### config.mk
export PLATFORM = sky130hd
export DESIGN_NAME = c_source_token_scanner_unit
export DESIGN_NICKNAME = d
export VERILOG_FILES = /design/src/rtl/cst_pkg.sv /design/src/rtl/cst_lexer.sv /design/src/rtl/c_source_token_scanner_unit.sv
export SDC_FILE = /design/constraint.sdc
export NUM_CORES = 1
export LEC_CHECK = 0
export BUFFER_PORTS_ARGS = -buffer_cell sky130_fd_sc_hd__buf_2
export CORE_MARGIN = 2
export CORE_UTILIZATION = 55
export DETAILED_ROUTE_END_ITERATION = 10
export GPL_TIMING_DRIVEN = 0
export PLACE_DENSITY = 0.74
export SLEW_MARGIN = 20
export SYNTH_ARGS = -nofsm -noshare
export SYNTH_HDL_FRONTEND = slang
export SYNTH_SLANG_ARGS = --single-unit
export TNS_END_PERCENT = 50
### constraint.sdc
create_clock -name i_clk -period 8.2 [get_ports i_clk]
set_input_delay 0.41 -clock i_clk [delete_from_list [all_inputs] [get_ports i_clk]]
set_output_delay 0.41 -clock i_clk [all_outputs]
set_load 0.05 [all_outputs]
### src/rtl/cst_pkg.sv
// ----------------------------------------------------------------------------
// cst_pkg : shared types and constants of the C source token scanner
// Transaction structs, byte role and token kind codes, character classes.
// ----------------------------------------------------------------------------
package cst_pkg;

    // Default widths of the line counter and the depth counters
    localparam int LINE_BITS_DEF  = 24;
    localparam int DEPTH_BITS_DEF = 16;

    // Width of the reported line number
    localparam int TOKEN_LINE_W = 24;

    // Byte role codes
    localparam logic [1:0] ROLE_NONE  = 2'd0;
    localparam logic [1:0] ROLE_FIRST = 2'd1;
    localparam logic [1:0] ROLE_LATER = 2'd2;

    // Token kind codes
    localparam logic [1:0] KIND_IDENT   = 2'd0;
    localparam logic [1:0] KIND_NUMBER  = 2'd1;
    localparam logic [1:0] KIND_DIRECT  = 2'd2;
    localparam logic [1:0] KIND_INCFILE = 2'd3;

    // Include keyword matcher
    localparam logic [3:0] INC_LEN    = 4'd7;
    localparam logic [3:0] MATCH_FAIL = 4'd15;

    // Characters of interest
    localparam logic [7:0] CH_NL      = 8'h0A;
    localparam logic [7:0] CH_TAB     = 8'h09;
    localparam logic [7:0] CH_VT      = 8'h0B;
    localparam logic [7:0] CH_FF      = 8'h0C;
    localparam logic [7:0] CH_CR      = 8'h0D;
    localparam logic [7:0] CH_SPACE   = 8'h20;
    localparam logic [7:0] CH_DQUOTE  = 8'h22;
    localparam logic [7:0] CH_HASH    = 8'h23;
    localparam logic [7:0] CH_SQUOTE  = 8'h27;
    localparam logic [7:0] CH_LPAREN  = 8'h28;
    localparam logic [7:0] CH_RPAREN  = 8'h29;
    localparam logic [7:0] CH_STAR    = 8'h2A;
    localparam logic [7:0] CH_SLASH   = 8'h2F;
    localparam logic [7:0] CH_ZERO    = 8'h30;
    localparam logic [7:0] CH_LT      = 8'h3C;
    localparam logic [7:0] CH_GT      = 8'h3E;
    localparam logic [7:0] CH_UPPER_X = 8'h58;
    localparam logic [7:0] CH_BSLASH  = 8'h5C;
    localparam logic [7:0] CH_UNDER   = 8'h5F;
    localparam logic [7:0] CH_LOWER_X = 8'h78;
    localparam logic [7:0] CH_LBRACE  = 8'h7B;
    localparam logic [7:0] CH_RBRACE  = 8'h7D;

    // Input transaction
    typedef struct packed {
        logic [7:0] source_byte;
        logic       end_of_input;
    } t_in_item;

    // Result transaction
    typedef struct packed {
        logic [7:0]              echo_byte;
        logic [1:0]              byte_role;
        logic [1:0]              token_kind;
        logic [TOKEN_LINE_W-1:0] token_line;
        logic                    is_definition;
        logic                    token_closed;
    } t_out_item;

    function automatic logic is_alpha(input logic [7:0] c);
        return ((c >= 8'h61) && (c <= 8'h7A)) || ((c >= 8'h41) && (c <= 8'h5A));
    endfunction

    function automatic logic is_digit(input logic [7:0] c);
        return (c >= 8'h30) && (c <= 8'h39);
    endfunction

    function automatic logic is_hex(input logic [7:0] c);
        return is_digit(c) || ((c >= 8'h61) && (c <= 8'h66)) ||
               ((c >= 8'h41) && (c <= 8'h46));
    endfunction

    function automatic logic is_gap(input logic [7:0] c);
        return (c == CH_SPACE) || (c == CH_TAB) || (c == CH_VT) ||
               (c == CH_FF) || (c == CH_CR);
    endfunction

    // Letters of the include keyword
    function automatic logic [7:0] inc_char(input logic [2:0] idx);
        logic [7:0] ch;
        case (idx)
            3'd0: ch = 8'h69;   // i
            3'd1: ch = 8'h6E;   // n
            3'd2: ch = 8'h63;   // c
            3'd3: ch = 8'h6C;   // l
            3'd4: ch = 8'h75;   // u
            3'd5: ch = 8'h64;   // d
            3'd6: ch = 8'h65;   // e
            default: ch = 8'h00;
        endcase
        return ch;
    endfunction

endpackage

### src/rtl/cst_lexer.sv
// ----------------------------------------------------------------------------
// cst_lexer : scanner state and per-byte step logic
// Holds the scan mode, line and depth counters; computes one result per byte.
// ----------------------------------------------------------------------------
module cst_lexer #(
    parameter int LINE_BITS  = cst_pkg::LINE_BITS_DEF,
    parameter int DEPTH_BITS = cst_pkg::DEPTH_BITS_DEF
) (
    input  logic              i_clk,
    input  logic              i_rst_n,
    input  logic              i_adv,
    input  logic              i_emit_numbers,
    input  cst_pkg::t_in_item i_item,
    output cst_pkg::t_out_item o_result
);

    typedef enum logic [19:0] {
        M_NORMAL      = 20'h00001,
        M_IDENT       = 20'h00002,
        M_NUM_ZERO    = 20'h00004,
        M_NUM_BODY    = 20'h00008,
        M_NUMQ_ZERO   = 20'h00010,
        M_NUMQ_BODY   = 20'h00020,
        M_DIR_GAP     = 20'h00040,
        M_DIR_NAME    = 20'h00080,
        M_SLASH       = 20'h00100,
        M_LINE_CMT    = 20'h00200,
        M_BLOCK       = 20'h00400,
        M_BLOCK_STAR  = 20'h00800,
        M_CHAR        = 20'h01000,
        M_CHAR_ESC    = 20'h02000,
        M_STR         = 20'h04000,
        M_STR_ESC     = 20'h08000,
        M_INC_A_GAP   = 20'h10000,
        M_INC_A_IN    = 20'h20000,
        M_INC_Q_START = 20'h40000,
        M_INC_Q_IN    = 20'h80000
    } t_mode;

    localparam logic signed [DEPTH_BITS-1:0] DEPTH_HIGH = {1'b0, {(DEPTH_BITS-1){1'b1}}};
    localparam logic signed [DEPTH_BITS-1:0] DEPTH_LOW  = {1'b1, {(DEPTH_BITS-1){1'b0}}};
    localparam logic [LINE_BITS-1:0]         LINE_LIMIT = {LINE_BITS{1'b1}};
    localparam logic [LINE_BITS-1:0]         LINE_ONE   = {{(LINE_BITS-1){1'b0}}, 1'b1};

    t_mode                        r_mode, n_mode;
    logic [LINE_BITS-1:0]         r_line, n_line;
    logic signed [DEPTH_BITS-1:0] r_brace, n_brace;
    logic signed [DEPTH_BITS-1:0] r_paren, n_paren;
    logic                         r_at_start, n_at_start;
    logic                         r_inc_pend, n_inc_pend;
    logic [3:0]                   r_match, n_match;

    logic [7:0]                   c;
    logic [1:0]                   role;
    logic [1:0]                   kind;
    logic                         closed;
    logic                         do_norm;
    logic [LINE_BITS+cst_pkg::TOKEN_LINE_W-1:0] line_ext;

    assign c        = i_item.source_byte;
    assign line_ext = {{cst_pkg::TOKEN_LINE_W{1'b0}}, r_line};

    // Step the scanner over one byte
    always_comb begin
        n_mode     = r_mode;
        n_line     = r_line;
        n_brace    = r_brace;
        n_paren    = r_paren;
        n_at_start = r_at_start;
        n_inc_pend = r_inc_pend;
        n_match    = r_match;
        role       = cst_pkg::ROLE_NONE;
        kind       = cst_pkg::KIND_IDENT;
        do_norm    = 1'b0;
        closed     = (r_mode == M_IDENT) || (r_mode == M_NUM_ZERO) ||
                     (r_mode == M_NUM_BODY) || (r_mode == M_DIR_NAME) ||
                     (r_mode == M_INC_A_IN) || (r_mode == M_INC_Q_IN);

        if (i_item.end_of_input) begin
            // restart line count and mode, keep depths
            n_mode     = M_NORMAL;
            n_line     = LINE_ONE;
            n_at_start = 1'b1;
            n_inc_pend = 1'b0;
            n_match    = 4'd0;
        end else begin
            // mode specific handling
            case (r_mode)
                M_IDENT: begin
                    if (cst_pkg::is_alpha(c) || cst_pkg::is_digit(c) ||
                        c == cst_pkg::CH_UNDER) begin
                        role = cst_pkg::ROLE_LATER;
                        kind = cst_pkg::KIND_IDENT;
                    end else begin
                        do_norm = 1'b1;
                    end
                end
                M_NUM_ZERO, M_NUM_BODY, M_NUMQ_ZERO, M_NUMQ_BODY: begin
                    if (cst_pkg::is_hex(c) ||
                        (((r_mode == M_NUM_ZERO) || (r_mode == M_NUMQ_ZERO)) &&
                         ((c == cst_pkg::CH_LOWER_X) || (c == cst_pkg::CH_UPPER_X)))) begin
                        if ((r_mode == M_NUM_ZERO) || (r_mode == M_NUM_BODY)) begin
                            n_mode = M_NUM_BODY;
                            role   = cst_pkg::ROLE_LATER;
                            kind   = cst_pkg::KIND_NUMBER;
                        end else begin
                            n_mode = M_NUMQ_BODY;
                        end
                    end else begin
                        do_norm = 1'b1;
                    end
                end
                M_DIR_GAP: begin
                    if (cst_pkg::is_gap(c)) begin
                        n_mode = M_DIR_GAP;
                    end else if (cst_pkg::is_alpha(c)) begin
                        n_mode  = M_DIR_NAME;
                        role    = cst_pkg::ROLE_FIRST;
                        kind    = cst_pkg::KIND_DIRECT;
                        n_match = (c == cst_pkg::inc_char(3'd0)) ? 4'd1 : cst_pkg::MATCH_FAIL;
                    end else begin
                        do_norm = 1'b1;
                    end
                end
                M_DIR_NAME: begin
                    if (cst_pkg::is_alpha(c)) begin
                        role = cst_pkg::ROLE_LATER;
                        kind = cst_pkg::KIND_DIRECT;
                        if ((r_match < cst_pkg::INC_LEN) &&
                            (c == cst_pkg::inc_char(r_match[2:0]))) begin
                            n_match = r_match + 4'd1;
                        end else begin
                            n_match = cst_pkg::MATCH_FAIL;
                        end
                    end else begin
                        if (r_match == cst_pkg::INC_LEN) begin
                            n_inc_pend = 1'b1;
                        end
                        n_match = 4'd0;
                        do_norm = 1'b1;
                    end
                end
                M_SLASH: begin
                    if (c == cst_pkg::CH_SLASH) begin
                        n_mode = M_LINE_CMT;
                    end else if (c == cst_pkg::CH_STAR) begin
                        n_mode = M_BLOCK;
                    end else begin
                        do_norm = 1'b1;
                    end
                end
                M_LINE_CMT: begin
                    if (c == cst_pkg::CH_NL) begin
                        do_norm = 1'b1;
                    end
                end
                M_BLOCK: begin
                    if (c == cst_pkg::CH_STAR) begin
                        n_mode = M_BLOCK_STAR;
                    end
                end
                M_BLOCK_STAR: begin
                    if (c == cst_pkg::CH_SLASH) begin
                        n_mode = M_NORMAL;
                    end else if (c != cst_pkg::CH_STAR) begin
                        n_mode = M_BLOCK;
                    end
                end
                M_CHAR: begin
                    if (c == cst_pkg::CH_SQUOTE) begin
                        n_mode = M_NORMAL;
                    end else if (c == cst_pkg::CH_BSLASH) begin
                        n_mode = M_CHAR_ESC;
                    end
                end
                M_CHAR_ESC: begin
                    n_mode = M_CHAR;
                end
                M_STR: begin
                    if (c == cst_pkg::CH_DQUOTE) begin
                        n_mode = M_NORMAL;
                    end else if (c == cst_pkg::CH_BSLASH) begin
                        n_mode = M_STR_ESC;
                    end
                end
                M_STR_ESC: begin
                    n_mode = M_STR;
                end
                M_INC_A_GAP: begin
                    if (cst_pkg::is_gap(c)) begin
                        n_mode = M_INC_A_GAP;
                    end else if (c == cst_pkg::CH_GT) begin
                        n_mode = M_NORMAL;
                    end else if (c == cst_pkg::CH_NL) begin
                        do_norm = 1'b1;
                    end else begin
                        n_mode = M_INC_A_IN;
                        role   = cst_pkg::ROLE_FIRST;
                        kind   = cst_pkg::KIND_INCFILE;
                    end
                end
                M_INC_A_IN: begin
                    if (c == cst_pkg::CH_GT) begin
                        n_mode = M_NORMAL;
                    end else if (c == cst_pkg::CH_NL) begin
                        do_norm = 1'b1;
                    end else begin
                        role = cst_pkg::ROLE_LATER;
                        kind = cst_pkg::KIND_INCFILE;
                    end
                end
                M_INC_Q_START: begin
                    if (c == cst_pkg::CH_DQUOTE) begin
                        n_mode = M_NORMAL;
                    end else if (c == cst_pkg::CH_NL) begin
                        do_norm = 1'b1;
                    end else begin
                        n_mode = M_INC_Q_IN;
                        role   = cst_pkg::ROLE_FIRST;
                        kind   = cst_pkg::KIND_INCFILE;
                    end
                end
                M_INC_Q_IN: begin
                    if (c == cst_pkg::CH_DQUOTE) begin
                        n_mode = M_NORMAL;
                    end else if (c == cst_pkg::CH_NL) begin
                        do_norm = 1'b1;
                    end else begin
                        role = cst_pkg::ROLE_LATER;
                        kind = cst_pkg::KIND_INCFILE;
                    end
                end
                default: begin
                    do_norm = 1'b1;
                end
            endcase

            // normal scanning, also after a byte that leaves a token or slash
            if (do_norm) begin
                n_mode = M_NORMAL;
                if ((c == cst_pkg::CH_SPACE) || (c == cst_pkg::CH_TAB) ||
                    (c == cst_pkg::CH_NL)) begin
                    n_mode = M_NORMAL;
                end else if (c == cst_pkg::CH_HASH) begin
                    if (n_at_start) begin
                        n_mode = M_DIR_GAP;
                    end
                    n_at_start = 1'b0;
                end else begin
                    n_at_start = 1'b0;
                    if (c == cst_pkg::CH_LBRACE) begin
                        if (n_brace != DEPTH_HIGH) n_brace = n_brace + 1'b1;
                    end else if (c == cst_pkg::CH_RBRACE) begin
                        if (n_brace != DEPTH_LOW) n_brace = n_brace - 1'b1;
                    end else if (c == cst_pkg::CH_LPAREN) begin
                        if (n_paren != DEPTH_HIGH) n_paren = n_paren + 1'b1;
                    end else if (c == cst_pkg::CH_RPAREN) begin
                        if (n_paren != DEPTH_LOW) n_paren = n_paren - 1'b1;
                    end else if (cst_pkg::is_alpha(c) || (c == cst_pkg::CH_UNDER)) begin
                        n_mode = M_IDENT;
                        role   = cst_pkg::ROLE_FIRST;
                        kind   = cst_pkg::KIND_IDENT;
                    end else if (cst_pkg::is_digit(c)) begin
                        if (i_emit_numbers) begin
                            n_mode = (c == cst_pkg::CH_ZERO) ? M_NUM_ZERO : M_NUM_BODY;
                            role   = cst_pkg::ROLE_FIRST;
                            kind   = cst_pkg::KIND_NUMBER;
                        end else begin
                            n_mode = (c == cst_pkg::CH_ZERO) ? M_NUMQ_ZERO : M_NUMQ_BODY;
                        end
                    end else if (c == cst_pkg::CH_SQUOTE) begin
                        n_mode = M_CHAR;
                    end else if (c == cst_pkg::CH_DQUOTE) begin
                        if (n_inc_pend) begin
                            n_inc_pend = 1'b0;
                            n_mode     = M_INC_Q_START;
                        end else begin
                            n_mode = M_STR;
                        end
                    end else if (c == cst_pkg::CH_SLASH) begin
                        n_mode = M_SLASH;
                    end else if (c == cst_pkg::CH_LT) begin
                        if (n_inc_pend && (n_brace == '0) && (n_paren == '0)) begin
                            n_inc_pend = 1'b0;
                            n_mode     = M_INC_A_GAP;
                        end
                    end
                end
            end

            if (role == cst_pkg::ROLE_LATER) begin
                closed = 1'b0;
            end

            // count the line on every newline
            if (c == cst_pkg::CH_NL) begin
                if (r_line != LINE_LIMIT) n_line = r_line + 1'b1;
                n_at_start = 1'b1;
                n_inc_pend = 1'b0;
            end
        end

        o_result.echo_byte     = i_item.end_of_input ? 8'd0 : c;
        o_result.byte_role     = role;
        o_result.token_kind    = kind;
        o_result.token_line    = line_ext[cst_pkg::TOKEN_LINE_W-1:0];
        o_result.is_definition = (n_brace == '0) && (n_paren == '0);
        o_result.token_closed  = closed;
    end

    // Advance the state when a byte moves into the result register
    always_ff @(posedge i_clk) begin
        if (!i_rst_n) begin
            r_mode     <= M_NORMAL;
            r_line     <= LINE_ONE;
            r_brace    <= '0;
            r_paren    <= '0;
            r_at_start <= 1'b1;
            r_inc_pend <= 1'b0;
            r_match    <= 4'd0;
        end else if (i_adv) begin
            r_mode     <= n_mode;
            r_line     <= n_line;
            r_brace    <= n_brace;
            r_paren    <= n_paren;
            r_at_start <= n_at_start;
            r_inc_pend <= n_inc_pend;
            r_match    <= n_match;
        end
    end

endmodule

### src/rtl/c_source_token_scanner_unit.sv
// ----------------------------------------------------------------------------
// c_source_token_scanner_unit : C source token scanner, top level
// Input register, scanner step and result register with valid/ready channels.
// ----------------------------------------------------------------------------
// Usage:
//   Input channel (i_in_valid / o_in_ready / i_in_data) takes one source byte
//   or an end-of-input marker per transaction. Output channel (o_out_valid /
//   i_out_ready / o_out_data) returns exactly one result per input, in order.
//   Configuration channel (i_cfg_valid / o_cfg_ready / i_cfg_data) writes the
//   emit_numbers bit; it is always ready. The user must write it only while
//   idle; the block itself does not enforce this. Path: a byte accepted into
//   the input register is stepped through the scanner into the result
//   register when the result slot frees up; its result is offered from there.
//   Throughput: one byte per clock while i_out_ready stays high; the per-byte
//   mode update is a single level of compare and select logic in between.
//   Stall: while the receiver holds i_out_ready low, the result holds, the
//   input register keeps one more byte and o_in_ready drops once both are full.
//   Reset (synchronous, active low): clears both valid flags, sets scan mode
//   to normal, line number to one, depths to zero and emit_numbers to zero.
// ----------------------------------------------------------------------------
module c_source_token_scanner_unit #(
    parameter int LINE_BITS  = cst_pkg::LINE_BITS_DEF,
    parameter int DEPTH_BITS = cst_pkg::DEPTH_BITS_DEF
) (
    input  logic               i_clk,
    input  logic               i_rst_n,
    input  logic               i_in_valid,
    output logic               o_in_ready,
    input  cst_pkg::t_in_item  i_in_data,
    output logic               o_out_valid,
    input  logic               i_out_ready,
    output cst_pkg::t_out_item o_out_data,
    input  logic               i_cfg_valid,
    output logic               o_cfg_ready,
    input  logic               i_cfg_data
);

    logic               r_in_vld;
    cst_pkg::t_in_item  r_in;
    logic               r_out_vld;
    cst_pkg::t_out_item r_out;
    logic               r_emit;
    logic               adv;
    logic               in_acc;
    cst_pkg::t_out_item result;

    // Step when the input register is full and the result slot frees up
    assign adv         = r_in_vld && (!r_out_vld || i_out_ready);
    assign o_in_ready  = !r_in_vld || adv;
    assign in_acc      = i_in_valid && o_in_ready;
    assign o_cfg_ready = 1'b1;
    assign o_out_valid = r_out_vld;
    assign o_out_data  = r_out;

    cst_lexer #(
        .LINE_BITS  (LINE_BITS),
        .DEPTH_BITS (DEPTH_BITS)
    ) u_lexer (
        .i_clk          (i_clk),
        .i_rst_n        (i_rst_n),
        .i_adv          (adv),
        .i_emit_numbers (r_emit),
        .i_item         (r_in),
        .o_result       (result)
    );

    // Hold the configuration bit
    always_ff @(posedge i_clk) begin
        if (!i_rst_n) begin
            r_emit <= 1'b0;
        end else if (i_cfg_valid) begin
            r_emit <= i_cfg_data;
        end
    end

    // Input register
    always_ff @(posedge i_clk) begin
        if (!i_rst_n) begin
            r_in_vld <= 1'b0;
        end else if (in_acc) begin
            r_in_vld <= 1'b1;
        end else if (adv) begin
            r_in_vld <= 1'b0;
        end
    end

    always_ff @(posedge i_clk) begin
        if (in_acc) begin
            r_in <= i_in_data;
        end
    end

    // Result register
    always_ff @(posedge i_clk) begin
        if (!i_rst_n) begin
            r_out_vld <= 1'b0;
        end else if (adv) begin
            r_out_vld <= 1'b1;
        end else if (i_out_ready) begin
            r_out_vld <= 1'b0;
        end
    end

    always_ff @(posedge i_clk) begin
        if (adv) begin
            r_out <= result;
        end
    end

endmodule

==> results.sh <==
export IMPL_status="finished, final reports clean"
export IMPL_fin_crit_ns=4.60
export IMPL_drt_iter0_markers=1074
export IMPL_clockBufferDepth=2
export IMPL_core_area_sq_um=15100
export IMPL_die_w_um=128
export IMPL_cts_setup_buffers=0
export IMPL_clk_latency_ns=0.44
export IMPL_p_leak_nw=3.40
export IMPL_cap_violations=0
export IMPL_grt_pass1_wl_um=41700
export IMPL_cts_sink_count=132
export IMPL_numPortBuffers=54
export IMPL_area_growth_syn_to_layout_pct=13.0
export IMPL_antenna_cells=0
export IMPL_finClkSkew_ns=0.0143
export IMPL_maxClockFrequency_ghz=0.217
export IMPL_syn_area_sq_um=8520
export IMPL_synth_warnings=0
export IMPL_grtUsageTotal_pct=32.3
export IMPL_dp_hpwl_um=19100
export IMPL_hp_class="in2reg"
export IMPL_grt_max_degree=48
export IMPL_cp_top_family="simple AND/OR/NAND/NOR gates"
export IMPL_worstPathMaxFanout=8
export IMPL_cts_tree="built"
export IMPL_cp_cell_sequence="or4b_2, nor3_1, nor4b_1, nor2_1, a21oi_1, a21oi_1, or3_1, a31oi_1, nand4_1, nor4_2"
export IMPL_num_rows=45
export IMPL_ant_nets=0
export IMPL_worstPathRequired_ns=8.45
export IMPL_synth_edf_count=47
export IMPL_drive_above_1_share_pct=11.4
export IMPL_arrival_ns=4.85
export IMPL_maxSlewViolCount=0
export IMPL_synth_top_area_cell="dfxtp_1"
export IMPL_nFillCells=1355
export IMPL_synth_seq_cells=132
export IMPL_setup_violations=0
export IMPL_rsz0062_at_grt="no"
export IMPL_seqCellArea_sq_um=3110
export IMPL_place_gp_congestion=1.00
export IMPL_multi_input_area_sq_um=5080
export IMPL_synthCells=1048
export IMPL_final_net_count=1148
export IMPL_worst_path_most_repeated_cell="a21oi_1"
export IMPL_place_area_sq_um=9040
export IMPL_ys_async_sr_fraction_pct=0
export IMPL_setup_slack_ns=3.60
export IMPL_synth_top_flop_cell="dfxtp_1"
export IMPL_ys_seq_area_share_pct=36.5
export IMPL_avgSynthCellArea_sq_um=8.13
export IMPL_worst_setup_path_start_kind="flop"
export IMPL_vias=8607
export IMPL_drc=0
export IMPL_cts_inserted_buffers=17
export IMPL_worst_slew_pin_slew_ns=1.26
export IMPL_synth_nets=1075
export IMPL_max_stage_delay_ns=0.76
export IMPL_cts_root_buf="clkbuf_16"
export IMPL_r2r_slack_ns=3.60
export IMPL_fin_hold_ws_ns=0.152
export IMPL_ir_worst_vdd_uv=154
export IMPL_wire_per_inst_um=20.1
export IMPL_cp_slowest_cell="or4b_2"
export IMPL_power_density_nw_per_um2=171
export IMPL_cp_end_kind="flop"
export IMPL_finish_instance_area_sq_um=9630
export IMPL_fp_dieArea_sq_um=16500
export IMPL_wirelength_um=26600
export IMPL_synth_area_leaders="dfxtp_1 (20%), edfxtp_1 (17%), nor2_1 (6.7%)"
export IMPL_viasPerCell=6.51
export IMPL_grt_pass1_vias=7609
export IMPL_start_util_pct=56.3
export IMPL_die_h_um=128
export IMPL_place_ws_ns=3.75
export IMPL_synth_top_area_share_pct=20.0
export IMPL_setup_tns_ns=0
export IMPL_path_clk_slew_ns=0.07
export IMPL_htree_levels=4
export IMPL_yosysUniqueCellTypes=93
export IMPL_path_class="reg2reg"
export IMPL_antenna_found_initial=0
export IMPL_ios=56
export IMPL_first_pass_iters=7
export IMPL_finalCritPeriodShare_pct=56.1
export IMPL_post_cts_resized=0
export IMPL_grt_overflow=0
export IMPL_hold_viol_final=0
export IMPL_relSlewSlack_pct=15.0
export IMPL_crit_buf_inv=0
export IMPL_postCtsHoldBufs=0
placed cells by master, fill, tap and decap left out, types with 22 or more instances in the layout:
master	instances
nor2_1	152
inv_1	26
or4_1	22
dfxtp_1	85
nand2_1	78
o21ai_0	48
nand4_1	24
xnor2_1	23
or3_1	28
a21oi_1	66
nor3_1	37
edfxtp_1	47
buf_2	57
clkbuf_1	47
nand3_1	43
cell families (layout without fill, tap and decap cells):
logic type                 count (synthesis)  count (layout)  share of synthesized area (%)
AOI/OAI and AO/OA                        235             235                           18.6
xor gates and xnor gates                  43              43                           4.42
adders and majority gates                 12              12                           1.76
buffers and inverters                     86             172                           4.07
DFF                                      132             132                           36.5
muxes                                     21              21                           2.52
other                                      1               1                         0.0440
and+or+nand+nor                          518             518                           32.1
worst paths after layout:
check,from,end,depth (start not counted)
worst max register to register,r_in[1]$_DFFE_PP_,o_out_data[1]$_DFFE_PP_,10
worst min-delay path,i_in_data[7],r_in[7]$_DFFE_PP_,1
worst max-delay path,r_in[1]$_DFFE_PP_,o_out_data[1]$_DFFE_PP_,10
worst min register to register,u_lexer.r_inc_pend$_SDFFE_PN0P_,u_lexer.r_inc_pend$_SDFFE_PN0P_,2
layout make-up:
class / count / area share, %
clock inverters: 14 / 1.58
multi-input cells: 830 / 52.8
repair buffers: 54 / 2.81
well taps: 188 / 2.44
flip-flops and latches: 132 / 32.3
plain buffers: 59 / 2.58
clock buffers: 18 / 4.45
inverters: 27 / 1.05
power by group:
part | internal (mW) | leakage [nW] | switching [mW]
sequential | 0.695 | 1.12 | 0.0119
combinational | 0.0452 | 1.99 | 0.126
clock | 0.450 | 0.285 | 0.316
metrics by stage:
step                      cells  util [%]  power, mW
after floorplan            1048         -      0.837
after global placement     1290      59.6      0.886
after detailed placement   1290      59.7      0.886
after CTS                  1322      63.5       1.64
after global routing       1322      63.6       1.68
final                      1322      63.6       1.64
synthesized netlist by cell type, drive strengths merged (11+ instances only):
cell type,n
mux2i,20
xnor2,23
or4,23
ha,12
buf,11
or2,12
clkbuf,48
a21oi,67
nor2,153
nand3,43
nor3,37
nor4,23
nand2,78
dfxtp,85
and2,13
nor2b,19
xor2,20
inv,26
nand4,24
edfxtp,47
o21ai,50
or3,29
nand2b,18
and3,12
sequential cells by signal (all words and copies together) (netlist names):
signal and flops:
u_lexer.r_at_start 1, u_lexer.r_paren 16, o_out_data 38, r_emit 1
u_lexer.r_brace 16, u_lexer.r_match 4, r_in_vld 1, o_out_valid 1
u_lexer.r_line 24, u_lexer.r_inc_pend 1, u_lexer.r_mode 20, r_in 9
per-layer routing:
| layer | wire length (um) | track usage, % |
|---|---|---|
| met1 | 11500 | 45.6 |
| met2 | 11600 | 50.0 |
| met3 | 2670 | 5.99 |
| met4 | 774 | 11.4 |
| met5 | 0 | 0 |
No activity file was read; power rests on OpenSTA's default activity.
